<file path="src/rtl/core/hpe_fifo.sv">
// small register fifo, used as the queue between the block's parts and as the result queue
module hpe_fifo #(
  parameter int WIDTH = 8,
  parameter int DEPTH = 8
) (
  input  logic             clk,
  input  logic             rst_n,
  input  logic             push,
  input  logic [WIDTH-1:0] din,
  input  logic             pop,
  output logic [WIDTH-1:0] dout,
  output logic             empty
);

  localparam int PW = $clog2(DEPTH);
  localparam int CW = $clog2(DEPTH + 1);

  logic [WIDTH-1:0] mem_r [DEPTH];
  logic [PW-1:0]    wr_ptr_r;
  logic [PW-1:0]    rd_ptr_r;
  logic [CW-1:0]    count_r;
  logic             do_pop;

  assign do_pop = pop && (count_r != '0);
  assign empty  = (count_r == '0);
  assign dout   = mem_r[rd_ptr_r];

  // storage
  always_ff @(posedge clk) begin
    if (push) begin
      mem_r[wr_ptr_r] <= din;
    end
  end

  // pointers and fill count
  always_ff @(posedge clk) begin
    if (!rst_n) begin
      wr_ptr_r <= '0;
      rd_ptr_r <= '0;
      count_r  <= '0;
    end else begin
      if (push) begin
        wr_ptr_r <= (wr_ptr_r == PW'(DEPTH - 1)) ? '0 : wr_ptr_r + PW'(1);
      end
      if (do_pop) begin
        rd_ptr_r <= (rd_ptr_r == PW'(DEPTH - 1)) ? '0 : rd_ptr_r + PW'(1);
      end
      count_r <= count_r + CW'(push) - CW'(do_pop);
    end
  end

endmodule

</file>
<file path="config.mk">
export PLATFORM = sky130hd
export DESIGN_NAME = hpe_fifo
export DESIGN_NICKNAME = d
export VERILOG_FILES = /design/src/rtl/core/hpe_fifo.sv
export SDC_FILE = /design/constraint.sdc
export NUM_CORES = 1
export LEC_CHECK = 0
export ABC_CLOCK_PERIOD_IN_PS = 2840
export BUFFER_PORTS_ARGS = -buffer_cell sky130_fd_sc_hd__buf_4
export CAP_MARGIN = 10
export CORE_MARGIN = 1.5
export CORE_UTILIZATION = 30
export DETAILED_ROUTE_END_ITERATION = 10
export SLEW_MARGIN = 10
export SYNTH_ARGS = -nofsm -noshare
export SYNTH_HDL_FRONTEND = slang
export SYNTH_SLANG_ARGS = --single-unit
</file>
<file path="constraint.sdc">
create_clock -name clk -period 2.84 [get_ports clk]
set_input_delay 0.426 -clock clk [delete_from_list [all_inputs] [get_ports clk]]
set_output_delay 0.426 -clock clk [all_outputs]
set_load 0.01 [all_outputs]
</file>
# After elaboration in Yosys (flattened, before gate mapping)
# Memory sizes are Yosys's and may differ from the RTL's. A register that Yosys moved wholly into a read port is not among the register bits.
# Cells that the tools add are included.
# W data, S select, Z words.
# classes
n_reduce_logical	3
eq_ne	2
add_sub_neg	4
muxes	6
# op_table
op	count
$mux W3	4
$add A3 B1 Y3 const B	2
$eq A3 B3 Y1 const B	2
$add A4 B1 Y4	1
$logic_not A4 Y1	1
$reduce_bool A4 Y1	1
$sub A4 B1 Y4	1
$mux W1	2
$logic_and A1 B1 Y1	1
# totals
ramBits	64
register_bits	10
word_cells	19
out_inout_bits	9
memories	1
# memory_table
memory	depth	width	read_ports	rd_ports_with_merged_regs	write_ports	line	rtl
mem_r	8	8	1	1	1	18	logic [WIDTH-1:0] mem_r [DEPTH];

# Longest topological paths before layout
# depth
ltp_word	4
ltp_mapped	11
depth_no_buf	10

# Worst setup path after synthesis
# No wires, ideal clock.
# synth_timing
kind	register to register
from	register count_r[2]
to	register count_r[2]
setup_slack_ns	0.496
n_path_buf	1
path_stages_with_launch	12
arrival_ns	2.229
synth_period_minus_slack_ns	2.344
setup_time_ns	0.115
cell_sequence	dfxtp_1 inv_1 ha_1 nor3b_1 nor2b_1 clkbuf_1 ha_1 inv_1 ha_1 fa_1 xor2_1 and2_1
# synth_between
elab_chain_len	3
elab_cells_between_ends	4
classes_between	2 x add/sub; 2 x reduce/logical
# synth_lines
element	line	rtl
start: declaration	21	logic [CW-1:0] count_r;
start signal: assignment	48	count_r <= count_r + CW'(push) - CW'(do_pop);
branches (longest 2 deep; another with $add A4 B1 Y4)	--	
$sub A4 B1 Y4 (*)	48	
# Mark *: on every way between the ends.
# A chain may end at the register's enable or synchronous reset.

==> flow_metrics.env <==
export IMPL_status="complete, no violations"
export IMPL_cts_setup_buffers=0
export IMPL_clock_latency_ps=340
export IMPL_finalCriticalPeriod_ps=2420
export IMPL_wl_mm=5.27
export IMPL_timing_rr_end="count_r[1]"
export IMPL_start_kind="flip-flop"
export IMPL_dieArea_sq_um=11100
export IMPL_drc_errors=0
export IMPL_grt_pass1_vias=1516
export IMPL_synth_top_cell_by_area="edfxtp_1"
export IMPL_initialDrtViolationCount=71
export IMPL_synth_area_top_cells="edfxtp_1, mux4_1, dfxtp_1"
export IMPL_tightestPinTransition_ps=889
export IMPL_dpl_cell_count=324
export IMPL_hold_viol_final=0
export IMPL_critical_path_top_delay_family="multiplexers"
export IMPL_hp_class="in -> reg"
export IMPL_hold_end="mem_r[4][0]"
export IMPL_cts_max_path_buffers=2
export IMPL_vias_per_cell=4.33
export IMPL_mostFrequentLayoutCell="edfxtp_1"
export IMPL_cts_tree="built"
export IMPL_hold_buffers=0
export IMPL_dp_slack_ps=597
export IMPL_worstPathCellList="buf_4, mux4_1, mux2_2, buf_4"
export IMPL_relSlewSlack=0.405
export IMPL_first_pass_iters=4
export IMPL_crit_path_max_incr_delay_ps=600
export IMPL_crit_top_cell="buf_4"
export IMPL_grt_met2_usage=0.172
export IMPL_cts_resized=0
export IMPL_synthMuxAreaShare=0.177
export IMPL_antenna_found_initial=0
export IMPL_antenna_cells=0
export IMPL_rrSetupSlack_ps=600
export IMPL_hold_start="din[0]"
export IMPL_cp_max_fo=16
export IMPL_fp_dieH_um=105
export IMPL_synth_compound_area_share=0.00757
export IMPL_drive_gt1_frac=0.250
export IMPL_finalPower_mw=2.75
export IMPL_num_vias=1472
export IMPL_fillers=935
export IMPL_clockRootBuffer="clkbuf_8"
export IMPL_hold_depth=1
export IMPL_period_share=0.851
export IMPL_most_common_layout_cells="edfxtp_1, buf_4, mux4_1"
export IMPL_synth_top_area_frac=0.612
export IMPL_synth_xor_area_frac=0.00279
export IMPL_ios=21
export IMPL_synth_area_per_cell_sq_um=18.8
export IMPL_rr_startpoint="count_r[2]"
export IMPL_drv_slew=0
export IMPL_syn_num_nets=189
export IMPL_clock_skew_ps=9.87
export IMPL_dp_hpwl_mm=3.56
export IMPL_ant_nets=0
export IMPL_die_w_um=105
export IMPL_initial_core_util=0.307
export IMPL_holdWs_ps=312
export IMPL_synthAdderAreaFrac=0.0422
export IMPL_finalNonFillerCells=340
export IMPL_port_buffers=20
export IMPL_global_route_usage_met3=0.0155
export IMPL_powerDensity_nw_per_um2=746
export IMPL_end_kind="output pin"
export IMPL_place_congestion=0.712
export IMPL_core_area_sq_um=10200
export IMPL_crit_type="reg -> out"
export IMPL_grt_use_met1=0.126
export IMPL_required_ps=2410
export IMPL_cap_violations=0
export IMPL_yosysSeqAreaShare=0.695
export IMPL_placement_rows=37
export IMPL_finalInstanceArea_sq_um=3680
export IMPL_fin_tns_setup_ps=0
export IMPL_rr_worst_depth=9
export IMPL_h_tree_depth=3
export IMPL_fmax_ghz=0.414
export IMPL_yosysWarnings=0
export IMPL_grt_setup_unrepaired="no"
export IMPL_timing_final_ws_setup_ps=423
export IMPL_syn_inst=167
export IMPL_critPathBufInv=2
export IMPL_placed_area_sq_um=3470
export IMPL_path_clk_slew_ps=80
export IMPL_nets=221
export IMPL_cp_arrival_ps=1990
export IMPL_busiest_layer="met2"
export IMPL_grt_max_degree=17
export IMPL_synth_top_family_by_area="multiplexers"
export IMPL_cts_sinks=77
export IMPL_drt_wirelength_per_cell_um=15.5
export IMPL_cts_buffers=9
export IMPL_grt_pass1_wl_mm=8.27
export IMPL_synth_area_sq_um=3140
export IMPL_p_leak_nw=1.28
export IMPL_cp_slowest_cell="mux4_1"
export IMPL_ys_ff_latch=77
export IMPL_fin_util=0.360
export IMPL_yosys_area_share_simple=0.0502
export IMPL_setup_viol=0
export IMPL_track_usage=0.103
export IMPL_synth_cell_type_count=27
export IMPL_gr_total_overflow=0
export IMPL_syn2layout_area_growth_pct=17.3
export IMPL_ir_drop_mv=0.224
==> worst max-delay path by stage <==
stage | from | to | slack (ps) | depth (start not counted)
after detailed placement | count_r[2] | count_r[1] | 600 | 9
after CTS | flip-flop | dout[1] | 380 | 4
after floorplan | count_r[2] | count_r[2] | 500 | 11
after global placement | count_r[2] | count_r[1] | 640 | 9
final | flip-flop | dout[1] | 420 | 4
after global routing | flip-flop | dout[1] | 330 | 4
==> flip-flops by register name (all words and copies together), names as in the netlist, named ones only <==
| register | flops |
|---|---|
| mem_r | 64 |
| count_r | 4 |
| rd_ptr_r | 3 |
| wr_ptr_r | 3 |
==> cell type report <==
| cell class | instances | area, sq um | area share |
|---|---|---|---|
| clock buffers | 11 | 131 | 0.0357 |
| repair buffers | 28 | 210 | 0.0571 |
| well taps | 136 | 170 | 0.0462 |
| flip-flops and latches | 77 | 2180 | 0.592 |
| multi-input cells | 76 | 880 | 0.239 |
| clock inverters | 5 | 83.8 | 0.0228 |
| inverters | 7 | 26.3 | 0.00713 |
==> Yosys cell counts (all sizes together) <==
| master | number |
|---|---|
| a21o | 1 |
| a21oi | 1 |
| and2 | 5 |
| buf | 4 |
| clkbuf | 3 |
| dfxtp | 13 |
| edfxtp | 64 |
| fa | 1 |
| ha | 9 |
| inv | 7 |
| mux2 | 8 |
| mux2i | 5 |
| mux4 | 16 |
| nand2 | 10 |
| nand2b | 4 |
| nand3b | 1 |
| nor2 | 7 |
| nor2b | 2 |
| nor3 | 2 |
| nor3b | 1 |
| o21ai | 1 |
| o22ai | 1 |
| xor2 | 1 |
==> report_power, final <==
part	switching (mW)	leakage, nW	internal (mW)
Sequential	0.0451	0.688	1.29
Combinational	0.234	0.495	0.298
Clock	0.386	0.100	0.499
==> metal layers <==
metal | part of all wire | up-vias | wire length, um
met5 | 0 | - | 0
met3 | 0.020 | 9 | 108
met1 | 0.44 | 724 | 2300
met2 | 0.52 | 21 | 2750
met4 | 0.020 | 0 | 106
li1 | - | 718 | -
==> cells by family after synthesis <==
family                     Yosys count
AOI/OAI and AO/OA                    4
adders and majority gates           10
and+or+nand+nor                     32
xor gates and xnor gates             1
buffers and inverters               14
muxes                               29
DFF                                 77
==> worst reg2reg max path: stages, from the launching register on <==
cell and delay, ps:
dfxtp_1 310, inv_1 50, ha_1 180, nor3b_1 140
nor2b_1 350, ha_1 320, inv_1 60, ha_1 170
fa_1 410, and2_1 160
Power figures use the tool's default switching activity.
