<file path="src/rtl/core/hpe_pkg.sv">
// shared types and codes for the hermite path evaluator
package hpe_pkg;

  // one control point: position and tangent
  typedef struct packed {
    logic signed [31:0] vx;
    logic signed [31:0] vy;
    logic signed [31:0] vz;
    logic signed [31:0] tx;
    logic signed [31:0] ty;
    logic signed [31:0] tz;
  } point_t;

  // one result word
  typedef struct packed {
    logic signed [31:0] px;
    logic signed [31:0] py;
    logic signed [31:0] pz;
    logic               moved;
  } res_t;

  // item kinds passed from front to back
  localparam logic [2:0] KIND_NOP    = 3'd0;
  localparam logic [2:0] KIND_WRITE  = 3'd1;
  localparam logic [2:0] KIND_STILL  = 3'd2;
  localparam logic [2:0] KIND_SINGLE = 3'd3;
  localparam logic [2:0] KIND_BLEND  = 3'd4;

  // configuration register indexes
  localparam logic [1:0] REG_SPEED      = 2'd0;
  localparam logic [1:0] REG_BIAS       = 2'd1;
  localparam logic [1:0] REG_NUM_POINTS = 2'd2;

  // input op codes
  localparam logic OP_WRITE = 1'b0;
  localparam logic OP_EVAL  = 1'b1;

endpackage

</file>
<file path="src/rtl/core/hpe_front.sv">
// front part: config registers, lifetime scaling and item classification
module hpe_front import hpe_pkg::*; #(
  parameter int MAX_POINTS = 64,
  parameter int FRAC_BITS  = 16,
  parameter int AW         = 6,
  parameter int MQD        = 8
) (
  input  logic                  clk,
  input  logic                  rst_n,
  input  logic                  cfg_wr_en,
  input  logic [1:0]            cfg_index,
  input  logic [31:0]           cfg_wdata,
  input  logic                  in_push,
  output logic                  in_full,
  input  logic                  in_op,
  input  logic [5:0]            in_point_index,
  input  point_t                in_pt,
  input  logic signed [31:0]    in_lifetime,
  input  logic                  mq_pop,
  output logic                  mq_push,
  output logic [2:0]            mq_kind,
  output logic [AW-1:0]         mq_addr,
  output logic signed [FRAC_BITS:0] mq_frac,
  output point_t                mq_pt
);

  localparam int TW = 65 - FRAC_BITS;
  localparam int SW = TW - FRAC_BITS;
  localparam int NW = $clog2(MAX_POINTS + 1);
  localparam int CW = $clog2(MQD + 1);
  localparam logic signed [TW-1:0] NEG_ONE = -(TW'(1) << FRAC_BITS);

  logic signed [31:0] speed_r;
  logic signed [31:0] bias_r;
  logic [6:0]         num_points_r;
  logic [CW-1:0]      pend_r;
  logic               s1_vld_r;
  logic               s1_op_r;
  logic [5:0]         s1_idx_r;
  point_t             s1_pt_r;
  logic signed [63:0] s1_prod_r;
  logic               accept;
  logic [NW-1:0]      n_w;
  logic signed [TW-1:0] t_w;
  logic [SW-1:0]      seg_w;

  assign accept  = in_push && !in_full;
  assign in_full = (pend_r == CW'(MQD));

  // configuration registers
  always_ff @(posedge clk) begin
    if (!rst_n) begin
      speed_r      <= 32'(1) << FRAC_BITS;
      bias_r       <= '0;
      num_points_r <= '0;
    end else if (cfg_wr_en) begin
      case (cfg_index)
        REG_SPEED:      speed_r      <= cfg_wdata;
        REG_BIAS:       bias_r       <= cfg_wdata;
        REG_NUM_POINTS: num_points_r <= cfg_wdata[6:0];
        default: ;
      endcase
    end
  end

  // words accepted and not yet handed to the back part
  always_ff @(posedge clk) begin
    if (!rst_n) begin
      pend_r   <= '0;
      s1_vld_r <= 1'b0;
    end else begin
      pend_r   <= pend_r + CW'(accept) - CW'(mq_pop);
      s1_vld_r <= accept;
    end
  end

  // capture stage with lifetime times speed
  always_ff @(posedge clk) begin
    if (accept) begin
      s1_op_r   <= in_op;
      s1_idx_r  <= in_point_index;
      s1_pt_r   <= in_pt;
      s1_prod_r <= in_lifetime * speed_r;
    end
  end

  // path position and segment
  assign n_w   = (32'(num_points_r) > 32'(MAX_POINTS)) ? NW'(MAX_POINTS) : NW'(num_points_r);
  assign t_w   = TW'(s1_prod_r >>> FRAC_BITS) + TW'(bias_r);
  assign seg_w = t_w[TW-1:FRAC_BITS];

  // classify the word
  always_comb begin
    mq_kind = KIND_STILL;
    mq_addr = '0;
    mq_frac = '0;
    mq_pt   = s1_pt_r;
    if (s1_op_r == OP_WRITE) begin
      mq_kind = (32'(s1_idx_r) < 32'(MAX_POINTS)) ? KIND_WRITE : KIND_NOP;
      mq_addr = AW'(s1_idx_r);
    end else if (n_w == '0) begin
      mq_kind = KIND_STILL;
    end else if (n_w == NW'(1)) begin
      mq_kind = KIND_SINGLE;
    end else if (t_w <= NEG_ONE) begin
      mq_kind = KIND_STILL;
    end else if (t_w < 0) begin
      mq_kind = KIND_BLEND;
      mq_frac = t_w[FRAC_BITS:0];
    end else if (seg_w > SW'(n_w) - SW'(2)) begin
      mq_kind = KIND_STILL;
    end else begin
      mq_kind = KIND_BLEND;
      mq_addr = seg_w[AW-1:0];
      mq_frac = {1'b0, t_w[FRAC_BITS-1:0]};
    end
  end

  assign mq_push = s1_vld_r;

endmodule

</file>
<file path="config.mk">
export PLATFORM = sky130hd
export DESIGN_NAME = hpe_front
export DESIGN_NICKNAME = d
export VERILOG_FILES = /design/src/rtl/core/hpe_pkg.sv /design/src/rtl/core/hpe_front.sv
export SDC_FILE = /design/constraint.sdc
export NUM_CORES = 2
export LEC_CHECK = 0
export ABC_AREA = 1
export BUFFER_PORTS_ARGS = -buffer_cell sky130_fd_sc_hd__buf_2
export CAP_MARGIN = 20
export CELL_PAD_IN_SITES_DETAIL_PLACEMENT = 0
export CELL_PAD_IN_SITES_GLOBAL_PLACEMENT = 1
export CORE_ASPECT_RATIO = 1.4
export CORE_UTILIZATION = 47
export DETAILED_ROUTE_END_ITERATION = 10
export HOLD_SLACK_MARGIN = 0.12
export PLACE_DENSITY = 0.84
export SETUP_SLACK_MARGIN = 0.02
export SYNTH_ARGS = -nofsm -noshare
export SYNTH_HDL_FRONTEND = slang
export SYNTH_SLANG_ARGS = --single-unit
</file>
<file path="constraint.sdc">
create_clock -name clk -period 14.45 [get_ports clk]
set_clock_uncertainty 0.1 [all_clocks]
set_input_delay 0 -clock clk [delete_from_list [all_inputs] [get_ports clk]]
set_output_delay 0 -clock clk [all_outputs]
set_load 0.1 [all_outputs]
</file>
; Word level (Yosys, flattened, before mapping)
; Index checks and enable logic that the tools add are counted.
; Widths: inputs -> output; s select.
[word_totals]
in_bits = 270
reg_bits = 339
elab_cells = 53
out_inout_bits = 220
[classes]
add_sub_neg = 4
multipliers = 1
n_reduce_logical = 7
magnitude_cmp = 4
n_eq_ne = 4
muxes = 19
[ops]
columns = operator, n
row1 = $mux 17, 5
row2 = $mul 32x32->64, 1
row3 = $add 48x32->49, 1
row4 = $le 49x17->1 const B, 1
row5 = $lt 49x1->1 const B, 1
row6 = $mux 6, 6
row7 = $gt 33x33->1, 1
row8 = $mux 3, 6
row9 = $mux 16, 1
row10 = $sub 7x2->8 const B, 1
row11 = $eq 7x1->1 const B, 1
row12 = $gt 7x7->1 const B, 1
row13 = $logic_not 7->1, 1
row14 = $mux 7, 1
row15 = $reduce_and 2->1, 3
row16 = $add 4x1->4, 1
row17 = $eq 4x4->1 const B, 1
row18 = $sub 4x1->4, 1
row19 = $eq 2x1->1 const B, 1
row20 = $eq 2x2->1 const B, 1
row21 = $logic_not 2->1, 1
row22 = $logic_and 1x1->1, 1
row23 = $logic_not 1->1, 1

; Longest topological paths before layout
[depth]
word_depth = 10
mapped_depth = 32
depth_no_buf = 30

; Worst setup path before layout
; OpenSTA, ideal clock, no wires.
[synth_timing]
path_kind = register to register
from = reg pend_r[2]
to = reg pend_r[2]
path_slack_ps = 752
stages_incl_launch_ff = 14
arrival_time_ps = 13484
required_ps = 14236
period_less_slack_ps = 13698
path_buffers = 0
setup_time_ps = 114
cell_sequence = dfxtp_1 inv_1 ha_1 nand2_1 nor2_1 nor2_1 inv_1 ha_1 inv_1 ha_1 inv_1 fa_1 xor2_1 nor2_1
[synth_via]
elab_chain_len = 5
[synth_rtl]
columns = element, line_no
row1 = start: declaration, hpe_front.sv:36  ; logic [CW-1:0] pend_r;
row2 = start signal: assignment, hpe_front.sv:72  ; pend_r <= pend_r + CW'(accept) - CW'(mq_pop);
row3 = $eq 4x4->1, hpe_front.sv:48  ; assign in_full = (pend_r == CW'(MQD));
row4 = via in_full, hpe_front.sv:14  ; output logic in_full,
row5 = $logic_not 1->1, hpe_front.sv:47  ; assign accept = in_push && !in_full;
row6 = $logic_and 1x1->1, hpe_front.sv:47
row7 = via accept, hpe_front.sv:42  ; logic accept;
row8 = $add 4x1->4, hpe_front.sv:72
row9 = $sub 4x1->4, hpe_front.sv:72
; The timed path passes the listed nets, and every way through them passes these cells.
; A chain may end at the register's enable or synchronous reset.

; Worst setup path in the final report
[layout_timing]
from = reg speed_r[5]
to = reg s1_prod_r[61] (data pin)
[layout_via]
elab_chain_len = 1
[layout_rtl]
columns = element, line_no
row1 = start: declaration, hpe_front.sv:33  ; logic signed [31:0] speed_r;
row2 = start signal: assignment, hpe_front.sv:53  ; speed_r <= 32'(1) << FRAC_BITS;
row3 = start signal: assignment, hpe_front.sv:58  ; REG_SPEED: speed_r <= cfg_wdata;
row4 = $mul 32x32->64, hpe_front.sv:83  ; s1_prod_r <= in_lifetime * speed_r;
row5 = end signal: assignment, hpe_front.sv:83
row6 = end: declaration, hpe_front.sv:41  ; logic signed [63:0] s1_prod_r;
; Every way passes these cells.

==> results.md <==
* Outcome: completed
* Min Hold Slack at 0.146 ns
* Avg Cell Area, Syn at between 8 and 9 um2
* Final Hold Fails at 0
* Final slew viol count at 0
* Most common cell on crit path: inv_1
* Slew of the pin with the lowest slew margin at approximately 0.98 ns
* Post-route DRC violation count at 0
* First-pass GRT wire length at about 290 mm
* Synth Area in Simple Gates at between 10% and 20%
* Endpoints failing setup at 0
* Post-Synth Adder-Cell Area at 47.2%
* Worst Setup Start Kind: register
* Fillcell total at between 10000 and 15000
* Synth Instances at ~6400
* Pleak at between 30 and 40 nW
* I/O Buffers at around 490
* DR vias at around 44000
* DIE WIDTH at 286 um
* Post-CTS Setup Bufs at 0
* Hold Path Class: in -> reg
* Clock sink count at about 320
* Clock H-tree levels at 1
* Design area at roughly 63000 um2
* Critical path class: reg -> reg
* Final period util at 60.2%
* Proportion of layout cells with a drive suffix above 1 at roughly 9.0%
* Cts bufs inserted at 31
* CTS tree: built
* Vias in the first global route at 48200
* Gr ovfl total at 0
* Max_cap viols at 0
* Pre-Repair DR Iteration Count at 6
* Fin crit period at 8.70 ns
* Setup TNS at 0 ns
* VDD IR max at approximately 0.23 mV
* First-iteration detailed-routing DRC count at around 3000
* Flops & latches, synth at 323
* Ys async rst share at 0%
* Cells after DPL at a little over 8000
* Max Clk Rate at roughly 110 MHz
* Initial antenna violation count at 15
* Non-filler instance count after layout at 8684
* Crit path DAT at 8.97 ns
* CTS Buffer Depth at 3
* Routed Antenna Nets at 0
* Nets at about 9000
* Design Power at 13.5 mW
* # rows at between 100 and 150
* Post-DP Area at roughly 57000 um2
* Seq/Total Area, Yosys at 16.9%
* Clock Root Buffer: clkbuf_16
* Pwr/cell area at between 200 and 250 nW/um2
* RSZ-0062 raised after global routing: no
* EDFF count, synth at 247
* Drt wl/cell at about 22 um
* Via density at between 5 and 6
* Highest cell delay on the worst timing path at 0.90 ns
* Reg area at 8940 um2
* Worst path slowest cell: fa_1
* Nature of the critical path endpoint: register
* Multi-input gate area at 36300 um2
* Largest net degree at the start of global routing at 75
* Mux cell area share after synthesis at 0%
* Synth Area in Compound Gates at 3.70%
* Chip height at about 400 um
* Commonest non-fill, non-tap cell in the layout: inv_1
* I/O pin total at 490
* Initial core utilization at between 40% and 50%
* Layout area overhead at 18.4%
* Clock slew at reported path FFs at about 0.090 ns
* Crit-path max FO at 33
* Primary FF master, synth: edfxtp_1
* Skew-Pair Late Insertion Delay at around 0.64 ns
* Syn nets at between 7000 and 8000
* Core area at about 110000 um2
* Slew margin rel. at around a third
* DIE AREA at approximately 110000 um2
* Most frequent cells in the layout: inv_1, nand2_1, fa_1, buf_2, dlygate4sd3_1
* Largest family of logic cells by synthesized area: adder cells
* Routed wire length at around 190 mm
* Placer congestion estimate at between 0.9 and 1
* Critical Path RT at 14.72 ns
* Yosys warns at 0
* GR Util All Layers at 34.0%
* XOR/XNOR Fraction of Synth Area at roughly 1.3%
* Estimated wirelength of the detail-placed design at 149 mm
* Distinct cells, synth at 45
* Synthesized area at 53000 um2
[Yosys cell counts (8+ instances only)]
cell / n / area [um2]
inv_1: 1833 / 6880
nand2_1: 1567 / 5880
fa_1: 1083 / 21700
nor2_1: 380 / 1430
ha_1: 267 / 3340
edfxtp_1: 247 / 7420
clkbuf_1: 237 / 890
a21oi_1: 163 / 816
o21ai_0: 138 / 691
nand3_1: 101 / 505
dfxtp_1: 76 / 1520
xnor2_1: 39 / 342
nand4_1: 38 / 238
xor2_1: 36 / 315
a31oi_1: 27 / 169
nor3_1: 17 / 85.1
nand2_2: 15 / 93.8
nor2_2: 14 / 87.6
o21bai_1: 9 / 67.6
o21a_1: 8 / 60.1
[final timing paths]
path	from	to	slack, ns	cells past startpoint
worst max-delay path	speed_r[5]$_SDFFE_PN0P_	s1_prod_r[61]$_DFFE_PP_	5.75	29
worst min-delay path	in_pt[4]	mq_pt[4]$_DFFE_PP_	0.15	2
worst max register to register	speed_r[5]$_SDFFE_PN0P_	s1_prod_r[61]$_DFFE_PP_	5.75	29
worst min register to register	bias_r[15]$_SDFFE_PN0P_	bias_r[15]$_SDFFE_PN0P_	0.39	2
[per-layer routing]
| metal | share of wire [%] | global-route usage (%) | up-vias | wire, um |
|---|---|---|---|---|
| li1 | - | - | 19900 | - |
| met1 | 35 | 36.9 | 22100 | 66500 |
| met2 | 51 | 61.1 | 1563 | 95600 |
| met3 | 6.3 | 6.06 | 538 | 12000 |
| met4 | 7.9 | 21.6 | 10 | 14900 |
| met5 | 0.032 | 0 | - | 61 |
[timing repair]
| item | in CTS | in global routing |
|---|---|---|
| hold endpoints to repair | 321 | 1 |
| hold buffers | 471 | 1 |
| gates resized for setup | 0 | 0 |
[cells by family after synthesis]
kind of cell,count (synthesis)
xor+xnor,78
flops,323
compound gates,367
buf+inv,2082
simple gates,2166
fa+ha+maj,1350
[state kept, by name (all words and copies together) (netlist names)]
name,flops
bias_r,32
mq_pt,192
mq_push,1
num_points_r,7
pend_r,4
s1_idx_r,6
s1_op_r,1
s1_prod_r,48
speed_r,32
[cell type report]
| cell class | count | area share [%] |
|---|---|---|
| antenna | 15 | 0.0598 |
| clock buffer | 38 | 1.31 |
| clock inverter | 20 | 0.504 |
| inverter | 1838 | 11.0 |
| multi-input combinational | 3961 | 57.8 |
| sequential | 323 | 14.2 |
| tap | 1470 | 2.93 |
| timing repair buffer | 1019 | 12.2 |
[through the flow]
stage / setup slack [ns] / util (%)
after global routing: 5.29 / 56.1
after detailed placement: 5.72 / 50.9
after global placement: 5.80 / 50.8
after floorplan: 0.752 / -
final: 5.75 / 56.2
after CTS: 5.71 / 56.1
[critical path, delay by kind of cell (launching register included)]
| kind | cells | cell delay [ns] |
|---|---|---|
| adder cells (fa/ha/maj) | 9 | 4.70 |
| AO/OA/AOI/OAI | 1 | 0.58 |
| XOR/XNOR | 1 | 0.07 |
| flip-flops | 1 | 0.31 |
| buffers and inverters | 10 | 1.63 |
| AND/OR/NAND/NOR | 8 | 1.01 |
[power breakdown]
part | internal (mW) | switching (mW)
Combinational | 3.55 | 7.31
Sequential | 1.54 | 0.129
Clock | 0.523 | 0.423
No activity file was read; power rests on OpenSTA's default activity.
